### src/hw/rtl/auf_pkg.sv
// Shared types and constants of the advertising data UUID128 filter.
package auf_pkg;

  localparam int unsigned DataW = 64;
  localparam int unsigned AddrW = 4;
  localparam int unsigned UuidW = 128;

  typedef struct packed {
    logic [7:0] data_byte;
    logic [7:0] total_len;
    logic       last;
  } item_t;

endpackage

### src/hw/rtl/auf_if.sv
// Valid-ready channel interfaces for payload bytes and filter results.
interface auf_item_if;
  logic       valid;
  logic       ready;
  logic [7:0] data_byte;
  logic [7:0] total_len;
  logic       last;

  modport source (output valid, output data_byte, output total_len, output last, input ready);
  modport sink (input valid, input data_byte, input total_len, input last, output ready);
endinterface

interface auf_result_if;
  logic valid;
  logic ready;
  logic found;

  modport source (output valid, output found, input ready);
  modport sink (input valid, input found, output ready);
endinterface

### src/hw/rtl/auf_cfg_regs.sv
// APB register file holding the 128-bit UUID.
module auf_cfg_regs import auf_pkg::*; (
  input  logic             clk_i,
  input  logic             rst_ni,
  input  logic             psel,
  input  logic             penable,
  input  logic             pwrite,
  input  logic [AddrW-1:0] paddr,
  input  logic [DataW-1:0] pwdata,
  output logic [DataW-1:0] prdata,
  output logic             pready,
  output logic [UuidW-1:0] uuid_o
);

  localparam logic RegUuidLow  = 1'b0;
  localparam logic RegUuidHigh = 1'b1;

  logic [DataW-1:0] uuid_low_q;
  logic [DataW-1:0] uuid_high_q;
  logic             wr_en;
  logic             reg_sel;

  assign pready  = 1'b1;
  assign wr_en   = psel & penable & pwrite & pready;
  assign reg_sel = paddr[3];

  always_ff @(posedge clk_i or negedge rst_ni) begin
    if (!rst_ni) begin
      uuid_low_q  <= '0;
      uuid_high_q <= '0;
    end else if (wr_en) begin
      unique case (reg_sel)
        RegUuidLow:  uuid_low_q  <= pwdata;
        RegUuidHigh: uuid_high_q <= pwdata;
        default:     uuid_low_q  <= uuid_low_q;
      endcase
    end
  end

  always_comb begin
    unique case (reg_sel)
      RegUuidLow:  prdata = uuid_low_q;
      RegUuidHigh: prdata = uuid_high_q;
      default:     prdata = '0;
    endcase
  end

  assign uuid_o = {uuid_high_q, uuid_low_q};

endmodule

### src/hw/rtl/auf_in_stage.sv
// Input register stage for payload bytes.
module auf_in_stage import auf_pkg::*; (
  input  logic  clk_i,
  input  logic  rst_ni,
  auf_item_if.sink in_item,
  output logic  valid_o,
  output item_t item_o,
  input  logic  take_i
);

  logic  valid_q;
  logic  valid_d;
  item_t item_q;
  logic  accept;

  assign in_item.ready = !valid_q || take_i;
  assign accept        = in_item.valid && in_item.ready;
  assign valid_d       = accept || (valid_q && !take_i);

  always_ff @(posedge clk_i or negedge rst_ni) begin
    if (!rst_ni) begin
      valid_q <= 1'b0;
    end else begin
      valid_q <= valid_d;
    end
  end

  always_ff @(posedge clk_i) begin
    if (accept) begin
      item_q <= '{data_byte: in_item.data_byte, total_len: in_item.total_len,
                  last: in_item.last};
    end
  end

  assign valid_o = valid_q;
  assign item_o  = item_q;

endmodule

### src/hw/rtl/auf_parser.sv
// Length-type-value parser, UUID window compare and result register.
module auf_parser import auf_pkg::*; (
  input  logic             clk_i,
  input  logic             rst_ni,
  input  logic [UuidW-1:0] uuid_i,
  input  logic             valid_i,
  input  item_t            item_i,
  output logic             take_o,
  auf_result_if.source     out_res
);

  typedef enum logic [3:0] {
    PhLen   = 4'b0001,
    PhType  = 4'b0010,
    PhValue = 4'b0100,
    PhStop  = 4'b1000
  } phase_e;

  phase_e     phase_q, phase_d;
  logic [7:0] byte_pos_q, byte_pos_d;
  logic [7:0] left_q, left_d;
  logic       type_q, type_d;
  logic [3:0] win_pos_q, win_pos_d;
  logic       mismatch_q, mismatch_d;
  logic       seen_q, seen_d;
  logic       res_valid_q, res_valid_d;
  logic       res_found_q;
  logic       take;
  logic [8:0] end_pos;
  logic [7:0] left_dec;
  logic       mismatch_now;
  logic [7:0] uuid_byte;

  assign take     = valid_i && (!item_i.last || !res_valid_q || out_res.ready);
  assign take_o   = take;
  assign end_pos  = {1'b0, byte_pos_q} + {1'b0, item_i.data_byte} + 9'd1;
  assign left_dec = left_q - 8'd1;
  assign uuid_byte = uuid_i[{win_pos_q, 3'b000} +: 8];
  assign mismatch_now = mismatch_q || (item_i.data_byte != uuid_byte);

  always_comb begin
    phase_d    = phase_q;
    byte_pos_d = byte_pos_q;
    left_d     = left_q;
    type_d     = type_q;
    win_pos_d  = win_pos_q;
    mismatch_d = mismatch_q;
    seen_d     = seen_q;
    if (take) begin
      if (!seen_q) begin
        unique case (phase_q)
          PhLen: begin
            if (byte_pos_q >= item_i.total_len || item_i.data_byte == 8'd0 ||
                end_pos > {1'b0, item_i.total_len}) begin
              phase_d = PhStop;
            end else begin
              left_d  = item_i.data_byte;
              phase_d = PhType;
            end
          end
          PhType: begin
            type_d     = (item_i.data_byte == 8'h06) || (item_i.data_byte == 8'h07);
            left_d     = left_dec;
            win_pos_d  = '0;
            mismatch_d = 1'b0;
            phase_d    = (left_dec != 8'd0) ? PhValue : PhLen;
          end
          PhValue: begin
            if (type_q) begin
              if (win_pos_q == 4'd15) begin
                if (!mismatch_now) begin
                  seen_d = 1'b1;
                end
                win_pos_d  = '0;
                mismatch_d = 1'b0;
              end else begin
                win_pos_d  = win_pos_q + 4'd1;
                mismatch_d = mismatch_now;
              end
            end
            left_d = left_dec;
            if (left_dec == 8'd0) begin
              phase_d = PhLen;
            end
          end
          PhStop: begin
            phase_d = PhStop;
          end
          default: begin
            phase_d = PhStop;
          end
        endcase
      end
      if (byte_pos_q != 8'd255) begin
        byte_pos_d = byte_pos_q + 8'd1;
      end
      if (item_i.last) begin
        phase_d    = PhLen;
        byte_pos_d = '0;
        left_d     = '0;
        type_d     = 1'b0;
        win_pos_d  = '0;
        mismatch_d = 1'b0;
        seen_d     = 1'b0;
      end
    end
  end

  always_comb begin
    res_valid_d = res_valid_q && !out_res.ready;
    if (take && item_i.last) begin
      res_valid_d = 1'b1;
    end
  end

  always_ff @(posedge clk_i or negedge rst_ni) begin
    if (!rst_ni) begin
      phase_q     <= PhLen;
      byte_pos_q  <= '0;
      left_q      <= '0;
      type_q      <= 1'b0;
      win_pos_q   <= '0;
      mismatch_q  <= 1'b0;
      seen_q      <= 1'b0;
      res_valid_q <= 1'b0;
    end else begin
      phase_q     <= phase_d;
      byte_pos_q  <= byte_pos_d;
      left_q      <= left_d;
      type_q      <= type_d;
      win_pos_q   <= win_pos_d;
      mismatch_q  <= mismatch_d;
      seen_q      <= seen_d;
      res_valid_q <= res_valid_d;
    end
  end

  always_ff @(posedge clk_i) begin
    if (take && item_i.last) begin
      res_found_q <= (phase_q == PhValue && !seen_q && type_q && win_pos_q == 4'd15 &&
                      !mismatch_now) || seen_q;
    end
  end

  assign out_res.valid = res_valid_q;
  assign out_res.found = res_found_q;

`ifndef SYNTHESIS
  a_last_clears: assert property (@(posedge clk_i) disable iff (!rst_ni)
    take && item_i.last |=> res_valid_q && byte_pos_q == 8'd0 && !seen_q)
    else $error("Parser state not cleared after the last byte.");

  a_type_left: assert property (@(posedge clk_i) disable iff (!rst_ni)
    (phase_q == PhType || phase_q == PhValue) |-> left_q != 8'd0)
    else $error("Structure has no bytes left while inside it.");

  a_no_overwrite: assert property (@(posedge clk_i) disable iff (!rst_ni)
    res_valid_q && !out_res.ready |-> !(take && item_i.last))
    else $error("Pending result would be overwritten.");

  a_seen_holds: assert property (@(posedge clk_i) disable iff (!rst_ni)
    seen_q && !(take && item_i.last) |=> seen_q)
    else $error("Match flag dropped within a payload.");
`endif

endmodule

### src/hw/rtl/adv_data_uuid128_filter_core.sv
// Top level of the advertising data UUID128 filter.
//
//   Channel   Dir  Handshake      Payload
//   in_item   in   valid/ready    data_byte[7:0], total_len[7:0], last
//   out_res   out  valid/ready    found
//   APB       in   psel/penable   paddr[3:0], pwdata/prdata[63:0]; UUID low at 0, high at 8
//
// One byte transaction is accepted every cycle while the input register is not
// stalled; the parser updates its state from the byte in the input register, and
// a last byte that leaves the input register sets the registered result.
// A result that is not taken stalls the next last byte in the input register,
// and with it the input. Other bytes pass a held result without stalling.
// Reset clears the UUID registers and the parser; there is no clearing pass.
module adv_data_uuid128_filter_core import auf_pkg::*; (
  input  logic             clk_i,
  input  logic             rst_ni,
  auf_item_if.sink         in_item,
  auf_result_if.source     out_res,
  input  logic             psel,
  input  logic             penable,
  input  logic             pwrite,
  input  logic [AddrW-1:0] paddr,
  input  logic [DataW-1:0] pwdata,
  output logic [DataW-1:0] prdata,
  output logic             pready
);

  logic [UuidW-1:0] uuid;
  logic             st_valid;
  item_t            st_item;
  logic             st_take;

  auf_cfg_regs u_cfg (
    .clk_i   (clk_i),
    .rst_ni  (rst_ni),
    .psel    (psel),
    .penable (penable),
    .pwrite  (pwrite),
    .paddr   (paddr),
    .pwdata  (pwdata),
    .prdata  (prdata),
    .pready  (pready),
    .uuid_o  (uuid)
  );

  auf_in_stage u_in (
    .clk_i   (clk_i),
    .rst_ni  (rst_ni),
    .in_item (in_item),
    .valid_o (st_valid),
    .item_o  (st_item),
    .take_i  (st_take)
  );

  auf_parser u_parser (
    .clk_i   (clk_i),
    .rst_ni  (rst_ni),
    .uuid_i  (uuid),
    .valid_i (st_valid),
    .item_i  (st_item),
    .take_o  (st_take),
    .out_res (out_res)
  );

endmodule

### src/flat_wrapper.sv
// flat-port wrapper written by rule: the top's interface ports become plain ports
module adv_data_uuid128_filter_core_flat import auf_pkg::*;
  (clk_i, rst_ni, psel, penable, pwrite, paddr, pwdata, prdata, pready, in_item_valid, in_item_data_byte, in_item_total_len, in_item_last, in_item_ready, out_res_valid, out_res_found, out_res_ready);
  auf_item_if in_item_i ();
  auf_result_if out_res_i ();
  input  logic clk_i;
  input  logic rst_ni;
  input  logic psel;
  input  logic penable;
  input  logic pwrite;
  input  logic [AddrW-1:0] paddr;
  input  logic [DataW-1:0] pwdata;
  output logic [DataW-1:0] prdata;
  output logic pready;
  input wire logic [$bits(in_item_i.valid)-1:0] in_item_valid;
  input wire logic [$bits(in_item_i.data_byte)-1:0] in_item_data_byte;
  input wire logic [$bits(in_item_i.total_len)-1:0] in_item_total_len;
  input wire logic [$bits(in_item_i.last)-1:0] in_item_last;
  output wire logic [$bits(in_item_i.ready)-1:0] in_item_ready;
  output wire logic [$bits(out_res_i.valid)-1:0] out_res_valid;
  output wire logic [$bits(out_res_i.found)-1:0] out_res_found;
  input wire logic [$bits(out_res_i.ready)-1:0] out_res_ready;
  assign in_item_i.valid = in_item_valid;
  assign in_item_i.data_byte = in_item_data_byte;
  assign in_item_i.total_len = in_item_total_len;
  assign in_item_i.last = in_item_last;
  assign in_item_ready = in_item_i.ready;
  assign out_res_valid = out_res_i.valid;
  assign out_res_found = out_res_i.found;
  assign out_res_i.ready = out_res_ready;
  adv_data_uuid128_filter_core u_core (.clk_i(clk_i), .rst_ni(rst_ni), .in_item(in_item_i), .out_res(out_res_i), .psel(psel), .penable(penable), .pwrite(pwrite), .paddr(paddr), .pwdata(pwdata), .prdata(prdata), .pready(pready));
endmodule
### config.mk
export PLATFORM = sky130hd
export DESIGN_NAME = adv_data_uuid128_filter_core_flat
export DESIGN_NICKNAME = d
export VERILOG_FILES = /design/src/hw/rtl/auf_pkg.sv /design/src/hw/rtl/auf_if.sv /design/src/hw/rtl/auf_cfg_regs.sv /design/src/hw/rtl/auf_in_stage.sv /design/src/hw/rtl/auf_parser.sv /design/src/hw/rtl/adv_data_uuid128_filter_core.sv /design/src/flat_wrapper.sv
export SDC_FILE = /design/constraint.sdc
export NUM_CORES = 1
export LEC_CHECK = 0
export ABC_AREA = 1
export BUFFER_PORTS_ARGS = -buffer_cell sky130_fd_sc_hd__buf_2
export CAP_MARGIN = 20
export CORE_MARGIN = 3
export CORE_UTILIZATION = 30
export DETAILED_ROUTE_END_ITERATION = 6
export GPL_TIMING_DRIVEN = 0
export MAX_ROUTING_LAYER = met4
export PLACE_DENSITY = 0.58
export SLEW_MARGIN = 30
export SYNTH_ARGS = -nofsm -noshare
export SYNTH_HDL_FRONTEND = slang
export SYNTH_HIERARCHICAL = 1
export SYNTH_SLANG_ARGS = --single-unit
export TNS_END_PERCENT = 10
### constraint.sdc
create_clock -name clk_i -period 7.1 [get_ports clk_i]
set_input_delay 0.71 -clock clk_i [delete_from_list [all_inputs] [get_ports clk_i]]
set_output_delay 0.71 -clock clk_i [all_outputs]
set_load 0.01 [all_outputs]
==> results.cfg, run 1 <==
[clock_tree]
clk_latency_ps = 450
clk_pin_slew_ps = 70
numCtsBuffers = 17
h-tree-depth = 4
cts_tree = built
cts_buffer_depth = 2
cts_setup_buffers = 0
cts_sinks = 175
cts_resized = 0
hold_buffers = 0
root_buffer = clkbuf_16

[critical_path]
critPathCaptureType = flop
crit_family = simple AND/OR/NAND/NOR gates
ff2ff_setup_slack_ps = 3580
cpMostUsedCell = nand2_1
timing.rr.start = u_core/u_in/item_o[9]
required_ps = 7430
start_kind = flop
worstPathCellList = inv_1, ha_1, inv_1, fa_1, nand3_1, nand2_1, nand2_1, nand2_1, a21o_1, xor2_1, ha_1, nand2_1, inv_1, o21ai_0, nand2_1, nand2_1, nand2_1, nand2_1, nand3_1, nand2_1, nand2_2, nand2_1, nand2_1
slowest_stage = edfxtp_1
rr_worst_depth = 23
worst_ep_arrival_time_ps = 3850
slowest_delay_ps = 480
r2r_end = u_core/u_parser/left_q[1]
crit_buf_inv = 3
path_max_fanout = 9
worstSetupPathType = flop to flop

[detailed_routing]
drt-wirelength-per-cell_um = 17.2
drtIter0Drc = 952
drcViolationCount = 0
vias = 10400
dr.pass1.iters = 6
routed_wl_mm = 36.2
postRouteAntennaNets = 0
vias_per_cell = 4.93

[sta]
rsz0062_at_grt = no
relSlewSlack_pct = 49.5
finalSetupTns_ps = 0
finalCritPeriodShare_pct = 49.6
fin_crit_ps = 3520
skew_ps = 19.3
layout_setup_ws_ps = 3580
maxSlewViolCount = 0
fmax_mhz = 284
hold_viol = 0
tightest_slew_ps = 757
setup_viol = 0

[hold_path]
hold_class = primary input to async pin

[logic_synthesis]
yosys_warnings = 6
yosysUniqueCellTypes = 42
async_flop_share_pct = 89.7
synth_nets = 1595
seq_area_frac_synth_pct = 43.5
synth_top_area_share_pct = 37.9
synth_edf_count = 18
netlist_instances = 1474
synthFlopType = dfrtp_1
syn_area_per_cell_um2 = 6.98
synth_area_leaders = dfrtp_1 (38%), nand2_1 (26%), nand3_1 (9.8%)
yosys.area.top_type = dfrtp_1
netlist_area_um2 = 10300
ys_seq_elements = 175

[grt]
first_global_vias = 9946
grt_usage_pct = 20.4
grt_pass1_wl_mm = 55.9
grt_antenna_before_repair = 2
grt_start_max_net_pins = 80
grt_overflow = 0

[placement]
gp_congestion = 0.962
port-buffer-count = 155
hpwl_mm = 27.2
dp_slack_ps = 3600

[power]
p_sw_mw = 1.30
comb_power_share_pct = 30.6
leakage_nw = 6.79
p_seq_share_pct = 40.9
internal_power_mw = 2.08
powerDensity_nw_per_um2 = 275
p_sw_share_pct = 38.5
p_clk_share_pct = 28.6
total_power_mw = 3.38
irDropWorstVdd_v = 0.000181

[floorplanning]
die_height_um = 191
row_count = 67
die_w_um = 191
fp.dieArea_um2 = 36600
core_um2 = 33700
io_pins = 160
initial_utilization_pct = 30.5

[status]
outcome = finished clean

[flow_run]
drv_cap = 0

[cells_and_area]
drive_gt1_share_pct = 16.1
fillerInstances = 3652
nets = 1772
syn_to_final_growth_pct = 19.5
==> worst max path at each step <==
stage / start / endpoint / slack [ps] / depth (start not counted)
3_5_place_dp: u_core/u_in/item_o[9] / u_core/u_parser/left_q[1] / 3600 / 23
3_3_place_gp: rst_ni / u_core/u_cfg/uuid_low_q[33] / 2740 / 1
5_1_grt: u_core/u_in/item_o[9] / u_core/u_parser/left_q[0] / 3250 / 23
4_1_cts: u_core/u_in/item_o[9] / u_core/u_parser/left_q[1] / 3590 / 23
2_1_floorplan: u_core/u_in/item_o[9] / u_core/u_parser/left_q[0] / 4210 / 23
6_report: u_core/u_in/item_o[9] / u_core/u_parser/left_q[1] / 3580 / 23
==> synthesized netlist by cell type (2+ instances only) <==
library cell  count
nand2_1         708
buf_2            35
o22ai_1           9
a21boi_0          2
buf_6             3
o21ai_1          10
nand2_2           2
inv_1            94
a21oi_1          23
nand3_1         201
clkbuf_1         22
a21o_1            2
edfxtp_1         18
inv_2             5
a21oi_2           5
o21ai_0          21
buf_4            17
nand4_1           5
nor3_1            5
xnor2_1           4
nor2_1           68
ha_1             28
dfrtp_1         156
nor4_1            5
nand4_2           2
xor2_1            7
a211oi_1          2
==> cell usage in the layout (no fill, tap or decap), drive strengths merged, types with 4 or more instances in the layout <==
master / netlist / final
edfxtp: 18 / 18
nor4: 6 / 6
o22ai: 9 / 9
nand3: 201 / 201
inv: 99 / 105
dfrtp: 156 / 156
buf: 56 / 214
a21oi: 28 / 28
xor2: 7 / 7
clkinv: 2 / 4
o21ai: 31 / 31
ha: 28 / 28
xnor2: 4 / 4
nand2: 711 / 711
nor3: 5 / 5
clkbuf: 22 / 42
nor2: 70 / 70
nand4: 7 / 7
==> flip-flops by register name, summed over array words and instances, names as in the netlist <==
name,cells
u_core/u_cfg/uuid_high_q,64
u_core/u_parser/mismatch_q,1
u_core/u_parser/type_q,1
u_core/u_in/item_o,17
u_core/u_parser/seen_q,1
u_core/u_parser/left_q,8
u_core/u_parser/out_res.valid,1
u_core/u_cfg/uuid_low_q,64
u_core/u_parser/byte_pos_q,8
u_core/u_parser/win_pos_q,4
u_core/u_parser/phase_q,4
u_core/u_parser/out_res.found,1
u_core/u_in/valid_o,1
==> metal layers <==
metal / global-route usage [%] / share of wire, % / vias up / routed length (um)
li1: - / - / 5005 / -
met1: 28.2 / 47 / 4975 / 16900
met2: 31.4 / 45 / 405 / 16300
met3: 2.81 / 6.6 / 42 / 2390
met4: 5.79 / 2.0 / 0 / 722
met5: - / 0 / - / 0
==> power groups by stage <==
stage	clock, mW	combinational [mW]	sequential [mW]
6_report	0.966	1.03	1.38
5_1_grt	1.03	1.17	1.40
4_1_cts	0.989	1.03	1.38
3_5_place_dp	0	1.02	1.40
3_3_place_gp	0	1.00	1.39
2_1_floorplan	0	0.684	1.32
==> kinds of logic (layout without fill, tap and decap cells) <==
group,count (synthesis),after routing,synth area share (%)
xor gates and xnor gates,11,11,0.936
adders and majority gates,29,29,3.60
DFF,175,175,43.5
and+or+nand+nor,1003,1003,39.9
other,1,2,0.0364
AOI/OAI and AO/OA,76,76,4.23
buffers and inverters,179,369,7.84
==> final cells by class <==
type | instances | area (um2) | area share [%]
diodes | 1 | 2.50 | 0.0204
plain buffers | 78 | 423 | 3.44
clock buffers | 20 | 467 | 3.80
clock inverters | 12 | 121 | 0.987
inverters | 101 | 384 | 3.12
multi-input cells | 1120 | 5010 | 40.8
flip-flops and latches | 175 | 4470 | 36.4
well taps | 448 | 561 | 4.56
repair buffers | 158 | 852 | 6.93
==> metrics by stage <==
| stage | instances | cell area [um2] | hold WS [ps] | utilization (%) |
|---|---|---|---|---|
| 2_1_floorplan | 1474 | 10300 | 414 | - |
| 3_3_place_gp | 2077 | 11600 | 459 | 34.5 |
| 3_5_place_dp | 2080 | 11700 | 462 | 34.7 |
| 4_1_cts | 2112 | 12300 | 251 | 36.5 |
| 5_1_grt | 2113 | 12300 | 275 | 36.5 |
| 6_report | 2113 | 12300 | 251 | 36.5 |
Note: power is estimated with default switching activity, not from simulation.
==> run 2, diff against run 1 <==
--- a/config.mk
+++ b/config.mk
@@ -5,7 +5,7 @@
 export SDC_FILE = /design/constraint.sdc
 export NUM_CORES = 1
 export LEC_CHECK = 0
-export ABC_AREA = 1
+export ABC_AREA = 0
 export BUFFER_PORTS_ARGS = -buffer_cell sky130_fd_sc_hd__buf_2
 export CAP_MARGIN = 20
 export CORE_MARGIN = 3
@@ -13,7 +13,7 @@
 export DETAILED_ROUTE_END_ITERATION = 6
 export GPL_TIMING_DRIVEN = 0
 export MAX_ROUTING_LAYER = met4
-export PLACE_DENSITY = 0.58
+export PLACE_DENSITY = 0.59
 export SLEW_MARGIN = 30
 export SYNTH_ARGS = -nofsm -noshare
 export SYNTH_HDL_FRONTEND = slang
==> constraint.sdc (replaced) <==
create_clock -name clk_i -period 3 [get_ports clk_i]
set_input_delay 0.3 -clock clk_i [delete_from_list [all_inputs] [get_ports clk_i]]
set_output_delay 0.3 -clock clk_i [all_outputs]
set_load 0.01 [all_outputs]
==> run 2 against run 1 <==
The flow now finishes with violations (setup timing). Final cell count shrank 36%. Largest power group unchanged. Critical endpoint is now u_core/u_parser/left_q[6]. Worst hold slack worse by 220 ps. Clock skew shrank 1.7 ps. Clock power increased by 130%. Sequential power rose by 130%. Highest routed layer unchanged.
==> results.cfg, run 2 <==
[sta]
tightest_slew_ps = 744
fmax_mhz = 297
rsz0062_at_grt = yes
hold_viol = 0
hold_slack_ps = 32.6
maxSlewViolCount = 0
layout_setup_ws_ps = -371
setup_viol = 10
skew_ps = 17.7
relSlewSlack_pct = 50.2
fin_crit_ps = 3370
finalCritPeriodShare_pct = 112

[power]
p_clk_share_pct = 29.5
p_sw_mw = 2.46
internal_power_mw = 5.25
comb_power_share_pct = 28.4
powerDensity_nw_per_um2 = 639
p_sw_share_pct = 31.9
p_seq_share_pct = 42.1
total_power_mw = 7.70
leakage_nw = 5.49
irDropWorstVdd_v = 0.000441

[grt]
grt_overflow = 0
grt_pass1_wl_mm = 44.0
grt_antenna_before_repair = 3
first_global_vias = 7124
grt_usage_pct = 17.0
grt_start_max_net_pins = 82

[detailed_routing]
drcViolationCount = 0
routed_wl_mm = 28.7
vias_per_cell = 4.94
drt-wirelength-per-cell_um = 21.1
drtIter0Drc = 499
dr.pass1.iters = 5
vias = 6717
postRouteAntennaNets = 0

[logic_synthesis]
async_flop_share_pct = 89.7
syn_area_per_cell_um2 = 13.7
yosys_warnings = 6
yosysMostFrequentCell = dfrtp_1
synth_top_area_share_pct = 39.5
netlist_area_um2 = 9880
seq_area_frac_synth_pct = 45.3
synth_edf_count = 18
netlist_instances = 723
synth_common_cells = dfrtp_1 (156), mux2_2 (128), mux2_4 (60)
synth_nets = 844
synthFlopType = dfrtp_1
ys_seq_elements = 175
yosys.area.top_type = dfrtp_1
yosysUniqueCellTypes = 67
synth_area_leaders = dfrtp_1 (40%), mux2_2 (15%), mux2_4 (9.1%)

[floorplanning]
io_pins = 160
die_w_um = 187
core_um2 = 32000
fp.dieArea_um2 = 35100
row_count = 65
initial_utilization_pct = 30.8
die_height_um = 187

[critical_path]
required_ps = 3320
slowest_delay_ps = 440
timing.rr.start = u_core/u_in/item_o[9]
cpMostUsedCell = inv_2
crit_family = compound AO/OA/AOI/OAI gates
path_max_fanout = 8
worst_ep_arrival_time_ps = 3690
slowest_stage = edfxtp_1
worstSetupPathType = flop to flop
ff2ff_setup_slack_ps = -370
rr_worst_depth = 16
critPathCaptureType = flop
worstPathCellList = inv_2, ha_4, inv_2, fa_2, a21o_1, a21oi_4, o21ai_2, xor2_1, ha_2, o21a_1, nor2_1, o311ai_1, o21bai_4, a21bo_1, buf_6, mux2_4
start_kind = flop
crit_buf_inv = 3
r2r_end = u_core/u_parser/left_q[6]

[clock_tree]
clk_latency_ps = 440
numCtsBuffers = 17
root_buffer = clkbuf_16
cts_sinks = 175
clk_pin_slew_ps = 70
cts_tree = built
h-tree-depth = 4
cts_buffer_depth = 2

[cells_and_area]
nets = 1031
layout_commonest_cell = buf_2
drive_gt1_share_pct = 51.8
syn_to_final_growth_pct = 22.1
fillerInstances = 3117
final_cell_mix = buf_2 (166), dfrtp_1 (155), mux2_2 (128), mux2_4 (61), nand2_1 (27)

[status]
outcome = finished, violations left
violations = setup timing

[placement]
hpwl_mm = 20.8
gp_congestion = 0.841
port-buffer-count = 155

[hold_path]
hold_path_depth = 1
hp-start = in_item_total_len[2]
hold_class = primary input to flop
whs_endpoint = u_core/u_in/item_o[3]

[flow_run]
drv_cap = 0
==> run 2: how the worst max path moves through the flow <==
stage,cells after the start,slack (ps),endpoint,startpoint
final,16,-370,u_core/u_parser/left_q[6],u_core/u_in/item_o[9]
after global routing,16,-520,u_core/u_parser/left_q[6],u_core/u_in/item_o[9]
after CTS,16,-440,u_core/u_parser/left_q[6],u_core/u_in/item_o[9]
after detailed placement,16,-690,u_core/u_parser/left_q[6],u_core/u_in/item_o[10]
after global placement,1,-990,u_core/u_cfg/uuid_high_q[44],rst_ni
after floorplan,16,-210,u_core/u_parser/left_q[6],u_core/u_in/item_o[10]
==> run 2: repair_timing <==
item                                    4_1_cts  5_1_grt
cloned                                        0        0
hold buffers                                  1        0
resized for setup                            15        5
endpoints found under the hold margin        75        0
pin swaps                                    11        1
setup buffers                                11        0
endpoints found under the setup margin       13       11
==> run 2: cell type report <==
cell class	instances	area (um2)	area share, %
Multi-Input combinational cell	486	5160	42.7
Sequential cell	175	4470	37.1
Timing Repair Buffer	168	906	7.51
Tap cell	435	544	4.51
Clock buffer	17	425	3.53
Buffer	38	288	2.39
Clock inverter	14	175	1.45
Inverter	24	90.1	0.747
Antenna cell	3	7.51	0.0622
==> run 2: metal layers <==
layer | vias up | part of all wire, % | global-route usage [%]
met2 | 173 | 49 | 27.7
li1 | 3103 | - | -
met1 | 3427 | 44 | 21.9
met4 | 0 | 1.3 | 4.56
met5 | - | 0 | -
met3 | 14 | 4.9 | 3.00
==> run 2: worst register-to-register path, stage by stage (launching register included) <==
cell	delay, ps
edfxtp_1	440
inv_2	130
ha_4	130
inv_2	40
fa_2	380
a21o_1	190
a21oi_4	180
o21ai_2	90
xor2_1	210
ha_2	310
o21a_1	170
nor2_1	100
o311ai_1	110
o21bai_4	190
a21bo_1	180
buf_6	140
mux2_4	290
==> run 2: power groups by stage <==
stage	clock (mW)	combinational [mW]	sequential, mW
after CTS	2.34	2.20	3.24
after detailed placement	0	2.14	3.28
after floorplan	0	1.48	3.13
after global placement	0	2.10	3.26
after global routing	2.44	2.38	3.31
final	2.27	2.19	3.24
==> run 2: per-stage QoR <==
stage               std cells  util, %  setup TNS, ps  setup slack, ps  cell area [um2]
global placement         1313     35.1        -157170             -992            11200
CTS                      1357     37.5          -3710             -444            12000
global route             1360     37.6          -4730             -524            12100
detailed placement       1314     35.2          -5660             -691            11300
floorplan                 723        -           -956             -212             9910
finish                   1360     37.6          -3030             -371            12100
==> run 2: kinds of logic (layout without fill, tap and decap cells) <==
family / Yosys count / in the layout / share of synthesized area, %
buffers and inverters: 62 / 261 / 3.72
adders and majority gates: 29 / 29 / 3.75
and+or+nand+nor: 108 / 108 / 5.80
muxes: 241 / 241 / 33.4
DFF: 175 / 175 / 45.3
xor gates and xnor gates: 24 / 24 / 2.13
AOI/OAI and AO/OA: 83 / 83 / 5.88
other: 1 / 4 / 0.0380
==> run 3, diff against run 2 <==
--- a/config.mk
+++ b/config.mk
@@ -11,7 +11,6 @@
 export CORE_MARGIN = 3
 export CORE_UTILIZATION = 30
 export DETAILED_ROUTE_END_ITERATION = 6
-export GPL_TIMING_DRIVEN = 0
 export MAX_ROUTING_LAYER = met4
 export PLACE_DENSITY = 0.59
 export SLEW_MARGIN = 30
==> run 3 against run 2 <==
The run still ends with setup timing left. Global-route usage down 1.3 points. Worst hold slack got worse by 3.7 ps. First-iteration DRC count fell by 38%. Critical path depth is 2 lower. Non-clock buffer count rose by 2. Flip-flop and latch count stayed put. Worst setup slack gained 120 ps. Power shrank 1.1%. Clock-buffer cell count increased by 5. Clock skew down 6.8 ps. Largest cell class unchanged.
==> results.cfg, run 3 (same netlist as run 2, synthesis figures left out) <==
[sta]
skew_ps = 10.8
hold_viol = 0
finalCritPeriodShare_pct = 108
tightest_slew_ps = 763
rsz0062_at_grt = yes
fmax_mhz = 308
maxSlewViolCount = 0
relSlewSlack_pct = 49.2
fin_crit_ps = 3250
finalSetupTns_ps = -1590
setup_viol = 9
layout_setup_ws_ps = -247

[grt]
grt_antenna_before_repair = 5
grt_pass1_wl_mm = 41.4
grt_overflow = 0
first_global_vias = 6983
grt_start_max_net_pins = 75
grt_usage_pct = 15.6

[floorplanning]
die_height_um = 187
core_um2 = 32000
fp.dieArea_um2 = 35100
row_count = 65
io_pins = 160
die_w_um = 187
initial_utilization_pct = 30.8

[critical_path]
path_max_fanout = 8
timing.rr.start = u_core/u_in/item_o[9]
worstSetupPathType = flop to flop
r2r_end = u_core/u_parser/left_q[6]
required_ps = 3330
worst_ep_arrival_time_ps = 3580
start_kind = flop
critPathCaptureType = flop
rr_worst_depth = 14
ff2ff_setup_slack_ps = -250

[clock_tree]
numCtsBuffers = 17
clk_latency_ps = 440
cts_buffer_depth = 2
clk_pin_slew_ps = 70
cts_sinks = 175
cts_tree = built
root_buffer = clkbuf_16
h-tree-depth = 4

[cells_and_area]
final_util_pct = 37.6
layout_commonest_cell = dfrtp_1
fillerInstances = 3114
drive_gt1_share_pct = 52.2
design_area_um2 = 12100
syn_to_final_growth_pct = 22.0
finalNonFillerCells = 1364
final_cell_mix = dfrtp_1 (154), buf_2 (153), mux2_2 (128), mux2_4 (61), buf_4 (47)
nets = 1033

[hold_path]
hp-start = in_item_total_len[4]
whs_endpoint = u_core/u_in/item_o[5]
hold_class = primary input to flop
hold_path_depth = 1

[detailed_routing]
vias = 6629
dr.pass1.iters = 4
routed_wl_mm = 26.4
vias_per_cell = 4.86
postRouteAntennaNets = 0
drtIter0Drc = 310
drcViolationCount = 0
drt-wirelength-per-cell_um = 19.4

[status]
violations = setup timing
outcome = finished, violations left

[placement]
dp.cells = 1325
hpwl_mm = 19.3
post_dp_cell_area_um2 = 11400
port-buffer-count = 155
gp_congestion = 0.813
dp_slack_ps = -354

[power]
leakage_nw = 5.53
powerDensity_nw_per_um2 = 632
irDropWorstVdd_v = 0.000397

[flow_run]
drv_cap = 0
run 3: cell count changes in the layout (fill, tap and decap cells not counted), moves of 2 or more:
cell / delta
buf_4: +24
buf_2: -13
buf_6: -7
buf_12: +4
clkinv_2: +4
clkinv_8: -4
clkinvlp_4: -3
o32ai_1: -2
o32ai_2: +2
run 3: metrics by stage:
step	power [mW]	hold WS [ps]
2_1_floorplan	4.61	4.41
3_3_place_gp	5.43	387
3_5_place_dp	5.47	388
4_1_cts	7.70	0.624
5_1_grt	8.06	10.5
6_report	7.62	28.9
run 3: final cells by class:
class / instances / area (um2) / area share, %
clock inverters: 10 / 72.6 / 0.602
diodes: 4 / 10.0 / 0.0830
inverters: 24 / 90.1 / 0.747
flip-flops and latches: 175 / 4470 / 37.1
repair buffers: 208 / 1250 / 10.4
well taps: 435 / 544 / 4.51
clock buffers: 22 / 475 / 3.94
multi-input cells: 486 / 5140 / 42.6
run 3: worst max path at each step:
stage	startpoint	endpoint	slack, ps	cells after the start
2_1_floorplan	u_core/u_in/item_o[10]	u_core/u_parser/left_q[6]	-210	16
3_3_place_gp	u_core/u_in/item_o[9]	u_core/u_parser/left_q[6]	-310	15
3_5_place_dp	u_core/u_in/item_o[9]	u_core/u_parser/left_q[6]	-350	16
4_1_cts	u_core/u_in/item_o[9]	u_core/u_parser/left_q[6]	-220	14
5_1_grt	u_core/u_in/item_o[9]	u_core/u_parser/left_q[6]	-390	15
6_report	u_core/u_in/item_o[9]	u_core/u_parser/left_q[6]	-250	14
run 3: routing by layer:
layer	global-route usage [%]	part of all wire [%]	up-vias
met5	-	0	-
met1	19.8	45	3391
met3	3.86	4.9	27
met2	25.1	49	127
li1	-	-	3084
met4	4.36	1.6	0
run 3: power by group:
| part | total, mW | switching, mW | internal (mW) |
|---|---|---|---|
| registers | 3.23 | 0.373 | 2.85 |
| logic | 2.24 | 0.991 | 1.25 |
| clock network | 2.15 | 1.01 | 1.14 |
| total | 7.62 | 2.37 | 5.25 |
run 3: repair_timing:
item | CTS | global route
endpoints found under the hold margin | 70 | 0
buffers inserted | 0 | 2
endpoints found under the setup margin | 10 | 12
pin swaps | 1 | 7
resized for setup | 9 | 9
hold buffers | 1 | 0
run 3: worst max-delay path, cell delays in order, from the launching register on:
cell and delay [ps]:
edfxtp_1 400, inv_2 70, ha_1 150, inv_2 50
fa_2 340, a21o_1 180, a21oi_2 210, xnor2_1 160
ha_1 280, a21o_1 180, a211oi_2 240, o311ai_1 100
o21bai_4 200, a21bo_4 270, mux2_4 310
